## src/rtl/core/srmv_pkg.sv

```systemverilog
// Shared types and constants for the sparse row matrix-vector multiply core.
// Used by the front end, the queue, the back end and the top level.
package srmv_pkg;

    // Vector store geometry: the column field addresses every entry.
    localparam int VEC_DEPTH = 4096;
    localparam int COL_W     = 12;
    localparam int ROW_W     = 16;
    localparam int NUM_W     = 32;
    localparam int ACC_W     = 64;

    // Queue between front and back.
    localparam int QDEPTH = 4;
    localparam int QPTR_W = $clog2(QDEPTH);
    localparam int QCNT_W = $clog2(QDEPTH + 1);

    // Action codes of an input word.
    localparam logic ACT_LOAD    = 1'b0;
    localparam logic ACT_NONZERO = 1'b1;

    // Rounding and saturation limits for the Q32.32 to Q16.16 conversion.
    localparam logic signed [ACC_W-1:0] SUM_HI_LIM  = 64'sh0000_7FFF_FFFF_8000;
    localparam logic signed [ACC_W-1:0] SUM_LO_LIM  = 64'shFFFF_7FFF_FFFF_8000;
    localparam logic signed [ACC_W-1:0] ROUND_HALF  = 64'sh0000_0000_0000_8000;
    localparam logic signed [ACC_W-1:0] ACC_MAX     = 64'sh7FFF_FFFF_FFFF_FFFF;
    localparam logic signed [ACC_W-1:0] ACC_MIN     = 64'sh8000_0000_0000_0000;
    localparam logic signed [NUM_W-1:0] SUM_MAX     = 32'sh7FFF_FFFF;
    localparam logic signed [NUM_W-1:0] SUM_MIN     = 32'sh8000_0000;

    // One classified nonzero word handed from the front to the back.
    typedef struct packed {
        logic signed [NUM_W-1:0] number;
        logic signed [NUM_W-1:0] elem;
        logic [ROW_W-1:0]        row;
        logic                    row_end;
    } t_nz_word;

    // Push request from the front into the queue.
    typedef struct packed {
        logic     valid;
        t_nz_word word;
    } t_push;

endpackage

```

## src/rtl/core/srmv_back.sv

```systemverilog
// Back end: multiply, saturating row accumulate, then round and saturate to
// Q16.16 into the output register. Uses srmv_pkg.
module srmv_back (
    input  logic                              i_clk,
    input  logic                              i_rst_n,
    input  logic                              i_q_valid,
    input  srmv_pkg::t_nz_word                i_q_word,
    output logic                              o_pop,
    output logic                              o_valid,
    input  logic                              i_ready,
    output logic [srmv_pkg::ROW_W-1:0]        o_out_row,
    output logic signed [srmv_pkg::NUM_W-1:0] o_row_sum,
    output logic                              o_clipped
);

    // Product stage.
    logic                              r_p_valid;
    logic signed [srmv_pkg::ACC_W-1:0] r_p_prod;
    logic [srmv_pkg::ROW_W-1:0]        r_p_row;
    logic                              r_p_end;
    // Finished row sum stage.
    logic                              r_f_valid;
    logic signed [srmv_pkg::ACC_W-1:0] r_f_sum;
    logic [srmv_pkg::ROW_W-1:0]        r_f_row;
    // Row accumulator.
    logic signed [srmv_pkg::ACC_W-1:0] r_acc;
    // Output register.
    logic                              r_o_valid;
    logic [srmv_pkg::ROW_W-1:0]        r_o_row;
    logic signed [srmv_pkg::NUM_W-1:0] r_o_sum;
    logic                              r_o_clip;

    logic                              o_free;
    logic                              f_free;
    logic                              f_move;
    logic                              p_move;
    logic                              p_free;
    logic signed [srmv_pkg::ACC_W:0]   wide_sum;
    logic signed [srmv_pkg::ACC_W-1:0] sat_sum;
    logic signed [srmv_pkg::ACC_W-1:0] rounded;
    logic signed [srmv_pkg::NUM_W-1:0] n_o_sum;
    logic                              n_o_clip;

    // Stage flow control: a non-ending product never waits on the output side.
    assign o_free = !r_o_valid || i_ready;
    assign f_move = r_f_valid && o_free;
    assign f_free = !r_f_valid || o_free;
    assign p_move = r_p_valid && (!r_p_end || f_free);
    assign p_free = !r_p_valid || p_move;
    assign o_pop  = i_q_valid && p_free;

    // Multiply stage: exact Q32.32 product.
    always_ff @(posedge i_clk) begin
        if (!i_rst_n) begin
            r_p_valid <= 1'b0;
        end else if (p_free) begin
            r_p_valid <= i_q_valid;
        end
    end

    always_ff @(posedge i_clk) begin
        if (o_pop) begin
            r_p_prod <= i_q_word.number * i_q_word.elem;
            r_p_row  <= i_q_word.row;
            r_p_end  <= i_q_word.row_end;
        end
    end

    // Saturating 64-bit accumulate.
    always_comb begin
        wide_sum = {r_acc[srmv_pkg::ACC_W-1], r_acc} + {r_p_prod[srmv_pkg::ACC_W-1], r_p_prod};
        if (wide_sum[srmv_pkg::ACC_W] != wide_sum[srmv_pkg::ACC_W-1]) begin
            sat_sum = wide_sum[srmv_pkg::ACC_W] ? srmv_pkg::ACC_MIN : srmv_pkg::ACC_MAX;
        end else begin
            sat_sum = wide_sum[srmv_pkg::ACC_W-1:0];
        end
    end

    // Accumulator and finished-sum stage; the row end clears the accumulator.
    always_ff @(posedge i_clk) begin
        if (!i_rst_n) begin
            r_acc     <= '0;
            r_f_valid <= 1'b0;
        end else begin
            if (p_move) begin
                r_acc <= r_p_end ? '0 : sat_sum;
            end
            if (p_move && r_p_end) begin
                r_f_valid <= 1'b1;
            end else if (f_move) begin
                r_f_valid <= 1'b0;
            end
        end
    end

    always_ff @(posedge i_clk) begin
        if (p_move && r_p_end) begin
            r_f_sum <= sat_sum;
            r_f_row <= r_p_row;
        end
    end

    // Round half up to Q16.16 and saturate.
    always_comb begin
        rounded = r_f_sum + srmv_pkg::ROUND_HALF;
        if (r_f_sum >= srmv_pkg::SUM_HI_LIM) begin
            n_o_sum  = srmv_pkg::SUM_MAX;
            n_o_clip = 1'b1;
        end else if (r_f_sum < srmv_pkg::SUM_LO_LIM) begin
            n_o_sum  = srmv_pkg::SUM_MIN;
            n_o_clip = 1'b1;
        end else begin
            n_o_sum  = rounded[47:16];
            n_o_clip = 1'b0;
        end
    end

    // Output register.
    always_ff @(posedge i_clk) begin
        if (!i_rst_n) begin
            r_o_valid <= 1'b0;
        end else if (f_move) begin
            r_o_valid <= 1'b1;
        end else if (i_ready) begin
            r_o_valid <= 1'b0;
        end
    end

    always_ff @(posedge i_clk) begin
        if (f_move) begin
            r_o_row  <= r_f_row;
            r_o_sum  <= n_o_sum;
            r_o_clip <= n_o_clip;
        end
    end

    assign o_valid   = r_o_valid;
    assign o_out_row = r_o_row;
    assign o_row_sum = r_o_sum;
    assign o_clipped = r_o_clip;

endmodule
```

## config.mk

```make
export PLATFORM = sky130hd
export DESIGN_NAME = srmv_back
export DESIGN_NICKNAME = d
export VERILOG_FILES = /design/src/rtl/core/srmv_pkg.sv /design/src/rtl/core/srmv_back.sv
export SDC_FILE = /design/constraint.sdc
export NUM_CORES = 2
export LEC_CHECK = 0
export BUFFER_PORTS_ARGS = -buffer_cell sky130_fd_sc_hd__buf_2
export CAP_MARGIN = 0
export CORE_ASPECT_RATIO = 1.5
export CORE_UTILIZATION = 64
export CTS_BUF_LIST = sky130_fd_sc_hd__clkbuf_8 sky130_fd_sc_hd__clkbuf_16
export DETAILED_ROUTE_END_ITERATION = 8
export PLACE_DENSITY = 0.91
export SYNTH_ARGS = -nofsm -noshare
export SYNTH_HDL_FRONTEND = slang
export SYNTH_SLANG_ARGS = --single-unit
export TNS_END_PERCENT = 20
```

## constraint.sdc

```tcl
create_clock -name i_clk -period 20.9 [get_ports i_clk]
set_input_delay 4.18 -clock i_clk [delete_from_list [all_inputs] [get_ports i_clk]]
set_output_delay 4.18 -clock i_clk [all_outputs]
set_load 0.05 [all_outputs]
```

==> summary.md <==
| Metric | Value |
|---|---|
| Row Count | `124` |
| Endpoint type of the worst setup path | `flip-flop` |
| Pin count of the biggest net entering global routing | `66` |
| Count of fill cells added during filler insertion | `5410` |
| Number of buffers inserted by hold repair at cts | `0` |
| Syn_nets | `between 6000 and 7000` |
| Register bit total from synthesis | `262` |
| Storage element area | `~7200 um2` |
| Synthesized netlist cell count | `5107` |
| Worst endpoint required time | `between 20 and 25 ns` |
| Buffers added on ports | `135` |
| Routed vias/inst | `approximately 6.3` |
| Worst max-slew margin expressed relative to the limit | `18.8%` |
| Data arrival time at the worst-slack endpoint | `13.07 ns` |
| Min-Delay Path Depth | `0` |
| Vias in the first global route | `43000` |
| Routed Antenna Nets | `0` |
| Routed wire length per instance | `about 24 um` |
| Count of pins over their slew limit | `0` |
| Count of H-tree levels built during CTS | `1` |
| Root buffer selected by CTS | `sky130_fd_sc_hd__clkbuf_16` |
| Most common library cell in the layout ignoring fill and taps | `sky130_fd_sc_hd__fa_1` |
| Die width | `229 um` |
| Prevailing post-synth register cell | `sky130_fd_sc_hd__edfxtp_1` |
| Number of cells upsized or downsized after cts | `0` |
| Worst r2r path cells | `12` |
| Die boundary height | `343 um` |
| Worst-skew pair later-pin latency | `0.57 ns` |
| Post-route setup TNS | `0 ns` |
| Clock slew at reported path FFs | `around 0.070 ns` |
| Final global-route overflow total | `0` |
| Final clock period utilization by the worst path | `approximately 61%` |
| Number of top-level design ports | `136` |
| Setup repair after global routing missed its margin | `no` |
| Die area | `78500 um2` |
| Number of setup buffers added after CTS | `0` |
| RD Place Congestion | `0.985` |
| Initial Utilization | `between 60% and 70%` |
| Wire length of the first global-routing pass | `227000 um` |
| Distinct cells, synth | `80` |
| Nature of the critical path startpoint | `input pin` |
| Multi-input logic area | `37300 um2` |
| Final Hold Violating Endpoints | `0` |
| Clock skew after layout | `0.0161 ns` |
| Final setup fails | `0` |
| Drt total wl | `146000 um` |
| Total DRC errors in the routed layout | `0` |
| Max-cap violations | `0` |
| Status | `finished clean` |
| Max clock buf depth | `3` |
| Share of cells above drive strength 1 | `4.35%` |
| Total track usage | `38.4%` |
| Placeable core region | `76300 um2` |
| Type of the tightest min-delay check | `flip-flop to flip-flop` |
| Seq/Total Area, Yosys | `14.5%` |
| Drt first pass iters | `8` |
| TritonCTS clock tree | `yes` |
| Upper clock frequency limit | `0.0784 GHz` |
| Number of nets in the final layout | `6437` |
| Synth Cell Area | `49500 um2` |
| Critical path start-end classification | `input pin to flip-flop` |
| CTS sink cnt | `262` |
| Shortest clock period the worst path allows after layout | `approximately 13 ns` |
| Synthesized area per cell | `9.69 um2` |
| Number of DRC markers after the initial detailed-route iteration | `roughly 3500` |
| Number of flops mapped to enable cells by yosys | `195` |
| Total via count in the routed design | `38100` |
| Antenna violations before repair | `12` |
| Share of flip-flops with an asynchronous set or reset | `0%` |
| Synthesis warning total | `0` |
| Area added between synthesis and finish | `3.90%` |
| Maximum fanout count along the critical path | `32` |
| Least-Margin Pin Slew | `around 1.2 ns` |
| Detailed-placement wirelength estimate | `106000 um` |
| Clock buffers created by TritonCTS | `26` |
| Commonest cells after routing, fill and taps aside | `sky130_fd_sc_hd__fa_1 (1083), sky130_fd_sc_hd__inv_1 (1059), sky130_fd_sc_hd__nand2_1 (611)` |
## routing by layer
layer / GRT usage (%) / vias up / wire length, um
li1: - / 15400 / -
met1: 39.3 / 18800 / 43900
met2: 63.9 / 2735 / 69600
met3: 11.7 / 1088 / 16800
met4: 33.9 / 12 / 15200
met5: 0 / - / 79
## path summary, 6_finish.rpt
path                          start                     end  slack [ns]
max                    i_q_word[57]  r_p_prod[63]$_DFFE_PP_        8.15
min            r_f_row[1]$_DFFE_PP_  o_out_row[1]$_DFFE_PP_        0.42
max reg2reg  r_p_prod[20]$_DFFE_PP_  r_acc[16]$_SDFFE_PN0P_       16.08
min reg2reg    r_f_row[1]$_DFFE_PP_  o_out_row[1]$_DFFE_PP_        0.42
## synthesized netlist by cell type (15+ instances only)
master                     instances  area, um2
sky130_fd_sc_hd__and2_1          513       3210
sky130_fd_sc_hd__nor2_1          101        379
sky130_fd_sc_hd__inv_1          1054       3960
sky130_fd_sc_hd__a22o_1           21        184
sky130_fd_sc_hd__fa_1           1083      21700
sky130_fd_sc_hd__nand2_1         611       2290
sky130_fd_sc_hd__xnor2_1          91        797
sky130_fd_sc_hd__maj3_1           19        190
sky130_fd_sc_hd__ha_1            249       3120
sky130_fd_sc_hd__o21a_1           15        113
sky130_fd_sc_hd__dfxtp_1          67       1340
sky130_fd_sc_hd__nand4_1          45        282
sky130_fd_sc_hd__clkbuf_1        229        860
sky130_fd_sc_hd__nand3_1          37        185
sky130_fd_sc_hd__a31oi_1          22        138
sky130_fd_sc_hd__and3_1           18        113
sky130_fd_sc_hd__nor3_1           28        140
sky130_fd_sc_hd__a21oi_1         156        781
sky130_fd_sc_hd__o21ai_0         145        726
sky130_fd_sc_hd__nand2b_1         30        188
sky130_fd_sc_hd__nor2b_1          19        119
sky130_fd_sc_hd__edfxtp_1        195       5860
sky130_fd_sc_hd__o21bai_1         25        188
sky130_fd_sc_hd__a221o_1          24        240
sky130_fd_sc_hd__buf_2            21        105
sky130_fd_sc_hd__a21o_1           60        450
sky130_fd_sc_hd__xor2_1           66        578
## critical path, cell delays in order
cell and delay [ns]:
sky130_fd_sc_hd__buf_2 0.71, sky130_fd_sc_hd__nand2_1 0.17, sky130_fd_sc_hd__fa_1 0.55, sky130_fd_sc_hd__inv_1 0.09, sky130_fd_sc_hd__fa_1 0.67, sky130_fd_sc_hd__fa_1 0.98
sky130_fd_sc_hd__fa_1 0.53, sky130_fd_sc_hd__fa_1 0.53, sky130_fd_sc_hd__fa_1 0.43, sky130_fd_sc_hd__fa_1 0.52, sky130_fd_sc_hd__inv_1 0.06, sky130_fd_sc_hd__fa_1 0.50
sky130_fd_sc_hd__inv_1 0.05, sky130_fd_sc_hd__ha_1 0.36, sky130_fd_sc_hd__nand4_1 0.22, sky130_fd_sc_hd__or3_1 0.42, sky130_fd_sc_hd__a2111oi_0 0.66, sky130_fd_sc_hd__o21ai_0 0.18
sky130_fd_sc_hd__nand2_1 0.14, sky130_fd_sc_hd__o221ai_1 0.19, sky130_fd_sc_hd__o21ai_1 0.51, sky130_fd_sc_hd__and4_1 0.28, sky130_fd_sc_hd__nor3_1 0.05
## state kept, by name, summed over array words and instances (netlist names)
name	count
r_p_end	1
r_p_row	16
r_acc	64
r_p_prod	64
r_f_valid	1
o_valid	1
r_p_valid	1
o_out_row	16
o_row_sum	32
r_f_sum	49
r_f_row	16
o_clipped	1
## layout make-up
type,instances,share of cell area [%]
timing repair buffer,150,1.53
antenna,7,0.0341
inverter,1056,7.71
multi-input combinational,3524,72.6
tap,1008,2.45
clock buffer,28,1.34
sequential,262,14.0
clock inverter,20,0.379
## through the flow
step	instances	area (um2)	hold WS, ns	worst slack [ns]	util, %
3_3_place_gp	6000	50500	0.404	8.29	66.2
4_1_cts	6048	51400	0.420	8.57	67.4
2_1_floorplan	5107	49500	0.400	8.12	-
6_report	6055	51400	0.419	8.15	67.4
3_5_place_dp	6000	50500	0.405	7.97	66.2
5_1_grt	6052	51400	0.427	7.96	67.4
## cell families (layout without fill, tap and decap cells)
group,after synthesis,count (layout),synth area share [%]
AOI/OAI and AO/OA,567,567,7.38
buffers and inverters,1321,1254,10.2
xor gates and xnor gates,157,157,2.78
DFF,262,262,14.5
other,0,7,0
muxes,3,3,0.0607
and+or+nand+nor,1442,1442,14.5
adders and majority gates,1355,1355,50.6
Power is not shown: default switching activity piles up to over one toggle a cycle in this logic, so the estimate is an artifact.
