[config.mk]
export PLATFORM = sky130hd
export DESIGN_NAME = srmv_queue
export DESIGN_NICKNAME = d
export VERILOG_FILES = /design/src/rtl/core/srmv_pkg.sv /design/src/rtl/core/srmv_queue.sv
export SDC_FILE = /design/constraint.sdc
export NUM_CORES = 1
export LEC_CHECK = 0
export ABC_AREA = 1
export BUFFER_PORTS_ARGS = -buffer_cell sky130_fd_sc_hd__clkbuf_2
export CAP_MARGIN = 30
export CORE_UTILIZATION = 45
export CTS_BUF_LIST = sky130_fd_sc_hd__clkbuf_8 sky130_fd_sc_hd__clkbuf_16
export CTS_CLUSTER_DIAMETER = 80
export DETAILED_ROUTE_END_ITERATION = 6
export GPL_ROUTABILITY_DRIVEN = 0
export PLACE_DENSITY = 0.65
export SYNTH_ARGS = -nofsm -noshare
export SYNTH_HDL_FRONTEND = slang
export SYNTH_SLANG_ARGS = --single-unit
[constraint.sdc]
create_clock -name i_clk -period 3 [get_ports i_clk]
set_input_delay 0.15 -clock i_clk [delete_from_list [all_inputs] [get_ports i_clk]]
set_output_delay 0.15 -clock i_clk [all_outputs]
set_load 0.01 [all_outputs]
[src/rtl/core/srmv_pkg.sv]
// Shared types and constants for the sparse row matrix-vector multiply core.
// Used by the front end, the queue, the back end and the top level.
package srmv_pkg;

    // Vector store geometry: the column field addresses every entry.
    localparam int VEC_DEPTH = 4096;
    localparam int COL_W     = 12;
    localparam int ROW_W     = 16;
    localparam int NUM_W     = 32;
    localparam int ACC_W     = 64;

    // Queue between front and back.
    localparam int QDEPTH = 4;
    localparam int QPTR_W = $clog2(QDEPTH);
    localparam int QCNT_W = $clog2(QDEPTH + 1);

    // Action codes of an input word.
    localparam logic ACT_LOAD    = 1'b0;
    localparam logic ACT_NONZERO = 1'b1;

    // Rounding and saturation limits for the Q32.32 to Q16.16 conversion.
    localparam logic signed [ACC_W-1:0] SUM_HI_LIM  = 64'sh0000_7FFF_FFFF_8000;
    localparam logic signed [ACC_W-1:0] SUM_LO_LIM  = 64'shFFFF_7FFF_FFFF_8000;
    localparam logic signed [ACC_W-1:0] ROUND_HALF  = 64'sh0000_0000_0000_8000;
    localparam logic signed [ACC_W-1:0] ACC_MAX     = 64'sh7FFF_FFFF_FFFF_FFFF;
    localparam logic signed [ACC_W-1:0] ACC_MIN     = 64'sh8000_0000_0000_0000;
    localparam logic signed [NUM_W-1:0] SUM_MAX     = 32'sh7FFF_FFFF;
    localparam logic signed [NUM_W-1:0] SUM_MIN     = 32'sh8000_0000;

    // One classified nonzero word handed from the front to the back.
    typedef struct packed {
        logic signed [NUM_W-1:0] number;
        logic signed [NUM_W-1:0] elem;
        logic [ROW_W-1:0]        row;
        logic                    row_end;
    } t_nz_word;

    // Push request from the front into the queue.
    typedef struct packed {
        logic     valid;
        t_nz_word word;
    } t_push;

endpackage

[src/rtl/core/srmv_queue.sv]
// Short queue of classified nonzero words between front and back.
// Uses srmv_pkg.
module srmv_queue (
    input  logic                        i_clk,
    input  logic                        i_rst_n,
    input  srmv_pkg::t_push             i_push,
    input  logic                        i_pop,
    output logic                        o_valid,
    output srmv_pkg::t_nz_word          o_word,
    output logic [srmv_pkg::QCNT_W-1:0] o_level
);

    srmv_pkg::t_nz_word              r_mem [srmv_pkg::QDEPTH];
    logic [srmv_pkg::QPTR_W-1:0]     r_wptr;
    logic [srmv_pkg::QPTR_W-1:0]     r_rptr;
    logic [srmv_pkg::QCNT_W-1:0]     r_count;
    logic [srmv_pkg::QCNT_W-1:0]     n_count;
    logic                            do_pop;

    assign o_valid = r_count != '0;
    assign o_word  = r_mem[r_rptr];
    assign o_level = r_count;
    assign do_pop  = i_pop && o_valid;

    // Entry storage; the front never pushes into a full queue.
    always_ff @(posedge i_clk) begin
        if (i_push.valid) begin
            r_mem[r_wptr] <= i_push.word;
        end
    end

    // Pointers and fill count.
    always_comb begin
        n_count = r_count;
        if (i_push.valid && !do_pop) begin
            n_count = r_count + 1'b1;
        end else if (!i_push.valid && do_pop) begin
            n_count = r_count - 1'b1;
        end
    end

    always_ff @(posedge i_clk) begin
        if (!i_rst_n) begin
            r_wptr  <= '0;
            r_rptr  <= '0;
            r_count <= '0;
        end else begin
            if (i_push.valid) begin
                r_wptr <= r_wptr + 1'b1;
            end
            if (do_pop) begin
                r_rptr <= r_rptr + 1'b1;
            end
            r_count <= n_count;
        end
    end

endmodule

==> results of run 1 <==
==> synthesized netlist by cell type <==
master    count  area [um2]
buf_6         3        33.8
clkinv_4      1        8.76
dfxtp_1       9         180
nor2_1      148         556
nand2_1      15        56.3
nor2_2       20         125
nand3_1       3        15.0
buf_8         6        90.1
ha_1          5        62.6
edfxtp_1    324        9730
o21ai_1      20         100
buf_12        3        60.1
inv_1        14        52.6
o21ai_0     145         726
a21oi_1       5        25.0
clkbuf_2      8        40.0
buf_2        12        60.1
clkbuf_1     20        75.1
o22ai_1      81         507
inv_8         1        11.3
xor2_1        1        8.76
fa_1          1        20.0
==> layout by cell type (no fill, tap or decap) <==
cell type,netlist,routed
edfxtp_1,324,324
clkbuf_2,8,169
nor2_1,148,148
o21ai_0,145,145
dlygate4sd3_1,0,84
o22ai_1,81,81
clkbuf_16,0,37
inv_1,14,20
o21ai_1,20,20
nor2_2,20,20
nand2_1,15,15
clkinv_1,0,9
dfxtp_1,9,7
buf_4,0,7
buf_12,3,6
a21oi_1,5,5
ha_1,5,5
bufinv_16,0,4
clkinv_2,0,3
nand3_1,3,3
inv_4,0,2
inv_8,1,1
clkinv_4,1,1
xor2_1,1,1
fa_1,1,1
dfxtp_4,0,1
dfxtp_2,0,1
clkinvlp_4,0,1
==> critical path, stage by stage (launching register included) <==
cell	delay (ps)
dfxtp_4	370
inv_8	380
buf_4	410
o21ai_0	140
o22ai_1	180
clkbuf_2	160
==> layer usage <==
metal  vias to the layer above  global-route usage  wire, um
li1                       3685                   -         -
met1                      3772               0.231     11100
met2                       204               0.321     13100
met3                        36              0.0423      1780
met4                         0              0.0518       424
met5                         -                   0         0
==> per-stage QoR <==
stage,power (mW),util,instances,setup slack [ps],hold WS [ps]
floorplan,7.16,-,845,408,249
global placement,7.96,0.503,1347,1160,369
detailed placement,8.01,0.503,1347,1130,370
CTS,12.3,0.576,1493,642,391
global route,12.7,0.576,1493,466,406
finish,12.2,0.576,1493,600,413
==> worst max-delay path by stage <==
stage	end	from	cells after the start
6_report	o_word[19]	flip-flop	5
5_1_grt	o_word[0]	flip-flop	5
4_1_cts	o_word[0]	flip-flop	5
3_5_place_dp	r_mem[2][13]	r_wptr[0]	5
3_3_place_gp	r_mem[2][13]	r_wptr[0]	5
2_1_floorplan	r_mem[2][0]	r_wptr[0]	4
==> layout make-up <==
class | instances | share of cell area
multi-input cells | 444 | 0.141
well taps | 372 | 0.0297
clock inverters | 25 | 0.0130
repair buffers | 266 | 0.119
flip-flops and latches | 333 | 0.634
inverters | 16 | 0.00512
clock buffers | 37 | 0.0592
==> cell families after synthesis <==
logic type	after synthesis	share of synthesized area
flip-flops	333	0.790
AO/OA/AOI/OAI	251	0.108
AND/OR/NAND/NOR	186	0.0600
adder cells (fa/ha/maj)	6	0.00658
buffers and inverters	68	0.0344
XOR/XNOR	1	0.000698
==> power groups by stage <==
| stage | logic, mW | registers [mW] | clock network, mW |
|---|---|---|---|
| final | 2.58 | 5.42 | 4.19 |
| after global routing | 2.85 | 5.43 | 4.43 |
| after CTS | 2.60 | 5.42 | 4.26 |
| after detailed placement | 2.50 | 5.52 | 0 |
| after global placement | 2.45 | 5.51 | 0 |
| after floorplan | 1.65 | 5.51 | 0 |
==> state kept, by name, summed over array words and instances (netlist names), named ones only <==
signal,cells
o_level,3
r_rptr,2
r_mem,324
r_wptr,2
==> what timing repair did <==
action / in CTS / in global routing
hold buffers: 84 / 0
setup buffers: 0 / 0
hold endpoints to repair: 332 / 0
==> flow_summary.ini, run 1 <==
[job]
max-cap-violations = 0

[worst_hold_path]
worstHoldPathType = in -> reg
min_to = r_mem[0][51]
hp-start = i_push[51]
worst_hold_path.num_cells = 2

[power]
clock_power_share = 0.344
power_report.internal_total_mw = 8.78
power.share.switching = 0.279
vdd_ir_drop_max_v = 0.000524
net-switching-power_mw = 3.41
pwr-share-seq = 0.445
power.density_nw_per_um2 = 779
cellLeakagePower_nw = 5.60
power_frac_comb = 0.211

[drt]
drt_iter0_drc = 566
wirelength_per_cell_um = 17.7
drc_errors = 0
antenna_violating_nets_post_route = 0
routed_wirelength_um = 26400
drt_pre_antenna_iters = 4
vias = 7697
detail_route.vias_per_cell = 5.16

[cts]
post_cts_clock_slew_at_the_launch_and_capture_registers_of_the_worst_setup_and_hold_paths_ps = 60
htreeDepth = 2
cts_tree = yes
root_buffer = clkbuf_16
cts_max_path_buffers = 3
cts-resized-gates = 0
clock_insertion_delay_worst_skew_ps = 500
clkSinkCount = 333
cts_inserted_buffers = 34

[timing]
timing.slew.headroom = 0.552
drv_slew = 0
finalSetupTns_ps = 0
clock-skew-final_ps = 8.44
final_hold_viols = 0
final-setup-viol-count = 0
grt_setup_unrepaired = no
worst_pin_slew_ps = 672
timing.final.crit_share = 0.800
achievable-frequency_mhz = 417
min_clock_period_post_route_ps = 2400

[global_route]
combined_global_route_utilization_of_all_metal_layers = 0.185
number_of_antenna_violations_at_the_first_check_in_global_routing = 0
first_global_vias = 7746
grt_first_pass_wirelength_um = 40900
grt-ovfl-total = 0
grt_start_max_net_pins = 163

[critical_path]
cp-end-kind = primary output
worst-endpoint-required_ps = 2850
setup.worst_path.class = reg -> out
setup.worst_path.start_class = flip-flop
regToRegSetupSlack_ps = 1150
arrival_ps = 2250
worstRegToRegCells = 5
worst-path-max-fanout = 97
crit-reg2reg-capture = r_mem[2][39]
r2r_start = r_wptr[0]

[floorplan]
ioPinCount = 170
dieArea_um2 = 28500
floorplan.rows = 60
dieWidth_um = 169
initial_core_util = 0.462
fp.coreArea_um2 = 27200
die_h_um = 169

[synthesis]
synth-seq-area-share = 0.790
post_syn_instances = 845
mappedNetlistArea_um2 = 12500
synth.distinct_cells = 22
postSynthRegisterBits = 333
synthesis.yosys.warnings = 0
synth.avg_cell_area_um2 = 14.8
synthesis.nets = 936

[cells_and_area]
drive_gt1_frac = 0.226
layout.cell_area.non_filler_um2 = 15700
diodes = 0
filler_cell_count = 2192
synthToLayoutAreaGrowth_pct = 24.8
final_nets = 1186
multi_input_comb_area_um2 = 2200
area_taken_by_flip_flops_and_latches_um2 = 9910

[placement]
post_dp_cell_area_um2 = 13700
placed_wire_length_estimate_after_detailed_placement_um = 14000
port_buffers = 169

[outcome]
status = complete, no violations
(Power assumes the default switching activity.)
==> run 2: changes to the inputs <==
--- a/config.mk
+++ b/config.mk
@@ -5,7 +5,7 @@
 export SDC_FILE = /design/constraint.sdc
 export NUM_CORES = 1
 export LEC_CHECK = 0
-export ABC_AREA = 1
+export ABC_AREA = 0
 export BUFFER_PORTS_ARGS = -buffer_cell sky130_fd_sc_hd__clkbuf_2
 export CAP_MARGIN = 30
 export CORE_UTILIZATION = 45
==> constraint.sdc (replaced) <==
create_clock -name i_clk -period 2.4 [get_ports i_clk]
set_input_delay 0.12 -clock i_clk [delete_from_list [all_inputs] [get_ports i_clk]]
set_output_delay 0.12 -clock i_clk [all_outputs]
set_load 0.01 [all_outputs]
==> run 2 against run 1 <==
Routed wire length decreased by 16%. Register-to-register slack got worse by 930 ps. First-iteration DRC count is 39% lower. Largest power group unchanged.
==> flow_summary.ini, run 2 <==
[cells_and_area]
register_bank_with_the_most_flops = r_mem
diodes = 0
largest_register_ff_count = 324
synthToLayoutAreaGrowth_pct = 26.1
area_taken_by_flip_flops_and_latches_um2 = 9920
layout.cells.most_common = edfxtp_1
layout.cell_area.non_filler_um2 = 15400
mostFrequentLayoutCells = edfxtp_1 (324), clkbuf_2 (169), dlygate4sd3_1 (82)
multi_input_comb_area_um2 = 2100
filler_cell_count = 1914
final_nets = 840
drive_gt1_frac = 0.408

[placement]
port_buffers = 169
post_dp_cell_area_um2 = 13500
placed_wire_length_estimate_after_detailed_placement_um = 13100

[synthesis]
yosysTopAreaCell = edfxtp_1
synthMostInstantiatedCell = edfxtp_1
synth-seq-area-share = 0.811
synthesis.yosys.warnings = 0
dominantRegCellSynth = edfxtp_1
synth.top_cell.area_share = 0.796
synthesis.nets = 556
post_syn_instances = 465
synth.avg_cell_area_um2 = 26.3
postSynthRegisterBits = 333
yosys-top-cells-count = edfxtp_1 (324), mux4_2 (81), and2_1 (9), dfxtp_1 (9)
synth.area.top_cells = edfxtp_1 (80%), mux4_2 (15%), dfxtp_1 (1.5%), buf_12 (1.3%), ha_1 (0.51%)
synth.distinct_cells = 20
synth-edff-count = 324
postSynth.asyncResetShare = 0
mappedNetlistArea_um2 = 12200

[power]
power.density_nw_per_um2 = 969
cellLeakagePower_nw = 5.33
vdd_ir_drop_max_v = 0.000838

[floorplan]
dieWidth_um = 167
dieArea_um2 = 27800
floorplan.rows = 59
initial_core_util = 0.464
die_h_um = 167
ioPinCount = 170
fp.coreArea_um2 = 26400

[cts]
post_cts_clock_slew_at_the_launch_and_capture_registers_of_the_worst_setup_and_hold_paths_ps = 60
cts_max_path_buffers = 3
clock_insertion_delay_worst_skew_ps = 500
cts_tree = yes
htreeDepth = 2
cts-resized-gates = 0
root_buffer = clkbuf_16
cts_inserted_buffers = 35
clkSinkCount = 333
cts_post_setup_buffers_inserted = 0

[timing]
timing.final.crit_share = 0.909
worst_pin_slew_ps = 453
final_hold_viols = 0
timing.slew.headroom = 0.698
min_clock_period_post_route_ps = 2180
finalSetupTns_ps = 0
final-setup-viol-count = 0
drv_slew = 0
achievable-frequency_mhz = 458
clock-skew-final_ps = 16.7
grt_setup_unrepaired = no

[worst_hold_path]
worstHoldPathType = in -> reg

[drt]
antenna_violating_nets_post_route = 0
routed_wirelength_um = 22200
detail_route.vias_per_cell = 5.21
drc_errors = 0
wirelength_per_cell_um = 20.0
vias = 5768
drt_iter0_drc = 347
drt_pre_antenna_iters = 4

[critical_path]
cp-end-kind = flip-flop
setup.worst_path.start_class = flip-flop
worst-endpoint-required_ps = 2820
setup.worst_path.class = reg -> reg
arrival_ps = 2600
worst-path-max-fanout = 6

[outcome]
status = complete, no violations

[global_route]
combined_global_route_utilization_of_all_metal_layers = 0.163
grt_start_max_net_pins = 51
grt-ovfl-total = 0
first_global_vias = 6422
number_of_antenna_violations_at_the_first_check_in_global_routing = 0
grt_first_pass_wirelength_um = 34400

[job]
max-cap-violations = 0
==> run 2: changes by cell type in the layout (fill, tap and decap cells not counted), moves of 5 or more <==
cell,change
buf_12,+5
o21ai_0,-144
mux4_2,+81
o22ai_1,-81
and2_1,+5
a21oi_1,-5
o21ai_1,-20
nand2_1,-15
clkinv_1,-6
nor2_1,-148
nor2_2,-20
==> run 2: layer usage <==
metal	GRT usage	part of all wire	up-vias
li1	-	-	2574
met1	0.197	0.41	2979
met2	0.292	0.52	169
met3	0.0375	0.049	46
met4	0.0483	0.020	0
met5	0	0	-
==> run 2: cells by family (layout without fill, tap and decap cells) <==
| group | after synthesis | in the layout | synth area share |
|---|---|---|---|
| compound gates | 4 | 4 | 0.00276 |
| xor+xnor | 5 | 5 | 0.00358 |
| fa+ha+maj | 6 | 6 | 0.00676 |
| buf+inv | 21 | 328 | 0.0185 |
| flops | 333 | 333 | 0.811 |
| mux | 83 | 83 | 0.151 |
| simple gates | 13 | 13 | 0.00665 |
==> run 2: where the power goes <==
| group | internal (mW) | switching [mW] | total [mW] |
|---|---|---|---|
| clock network | 2.91 | 2.00 | 4.92 |
| logic | 1.64 | 1.54 | 3.18 |
| registers | 6.71 | 0.123 | 6.83 |
| total | 11.3 | 3.67 | 14.9 |
==> run 2: what timing repair did <==
action                                  in CTS  in global routing
endpoints found under the setup margin       0                  0
endpoints found under the hold margin      333                  0
hold buffers                                82                  0
==> run 2: path summary, 6_finish.rpt <==
kind | depth (start not counted) | end | startpoint | slack (ps)
min reg2reg | 2 | o_level[2] | o_level[2] | 580
max reg2reg | 7 | o_level[2] | o_level[1] | 220
max | 7 | o_level[2] | o_level[1] | 220
min | 3 | r_wptr[1] | i_push[81] | 60
==> run 2: layout make-up <==
class                      instances  share of cell area
clock buffer                      37              0.0586
timing repair buffer             265               0.124
inverter                           3            0.000731
sequential                       333               0.644
multi-input combinational        111               0.136
tap                              335              0.0272
clock inverter                    23             0.00983
==> run 2: metrics by stage <==
step | power (mW) | cells | util | hold WS, ps | setup slack (ps)
after floorplan | 9.21 | 465 | - | 219 | 414
after global placement | 10.0 | 965 | 0.513 | 330 | 396
after detailed placement | 10.1 | 965 | 0.513 | 342 | 243
after CTS | 15.2 | 1107 | 0.585 | 45.4 | 214
after global routing | 15.5 | 1107 | 0.585 | 81.9 | 130
final | 14.9 | 1107 | 0.585 | 61.3 | 219
==> run 2: critical path, stage by stage (launching register included) <==
cell      delay, ps
dfxtp_1         380
o31ai_2         350
ha_1            260
inv_1            70
fa_1            390
xor2_1          180
or3_1           300
a21boi_0        170
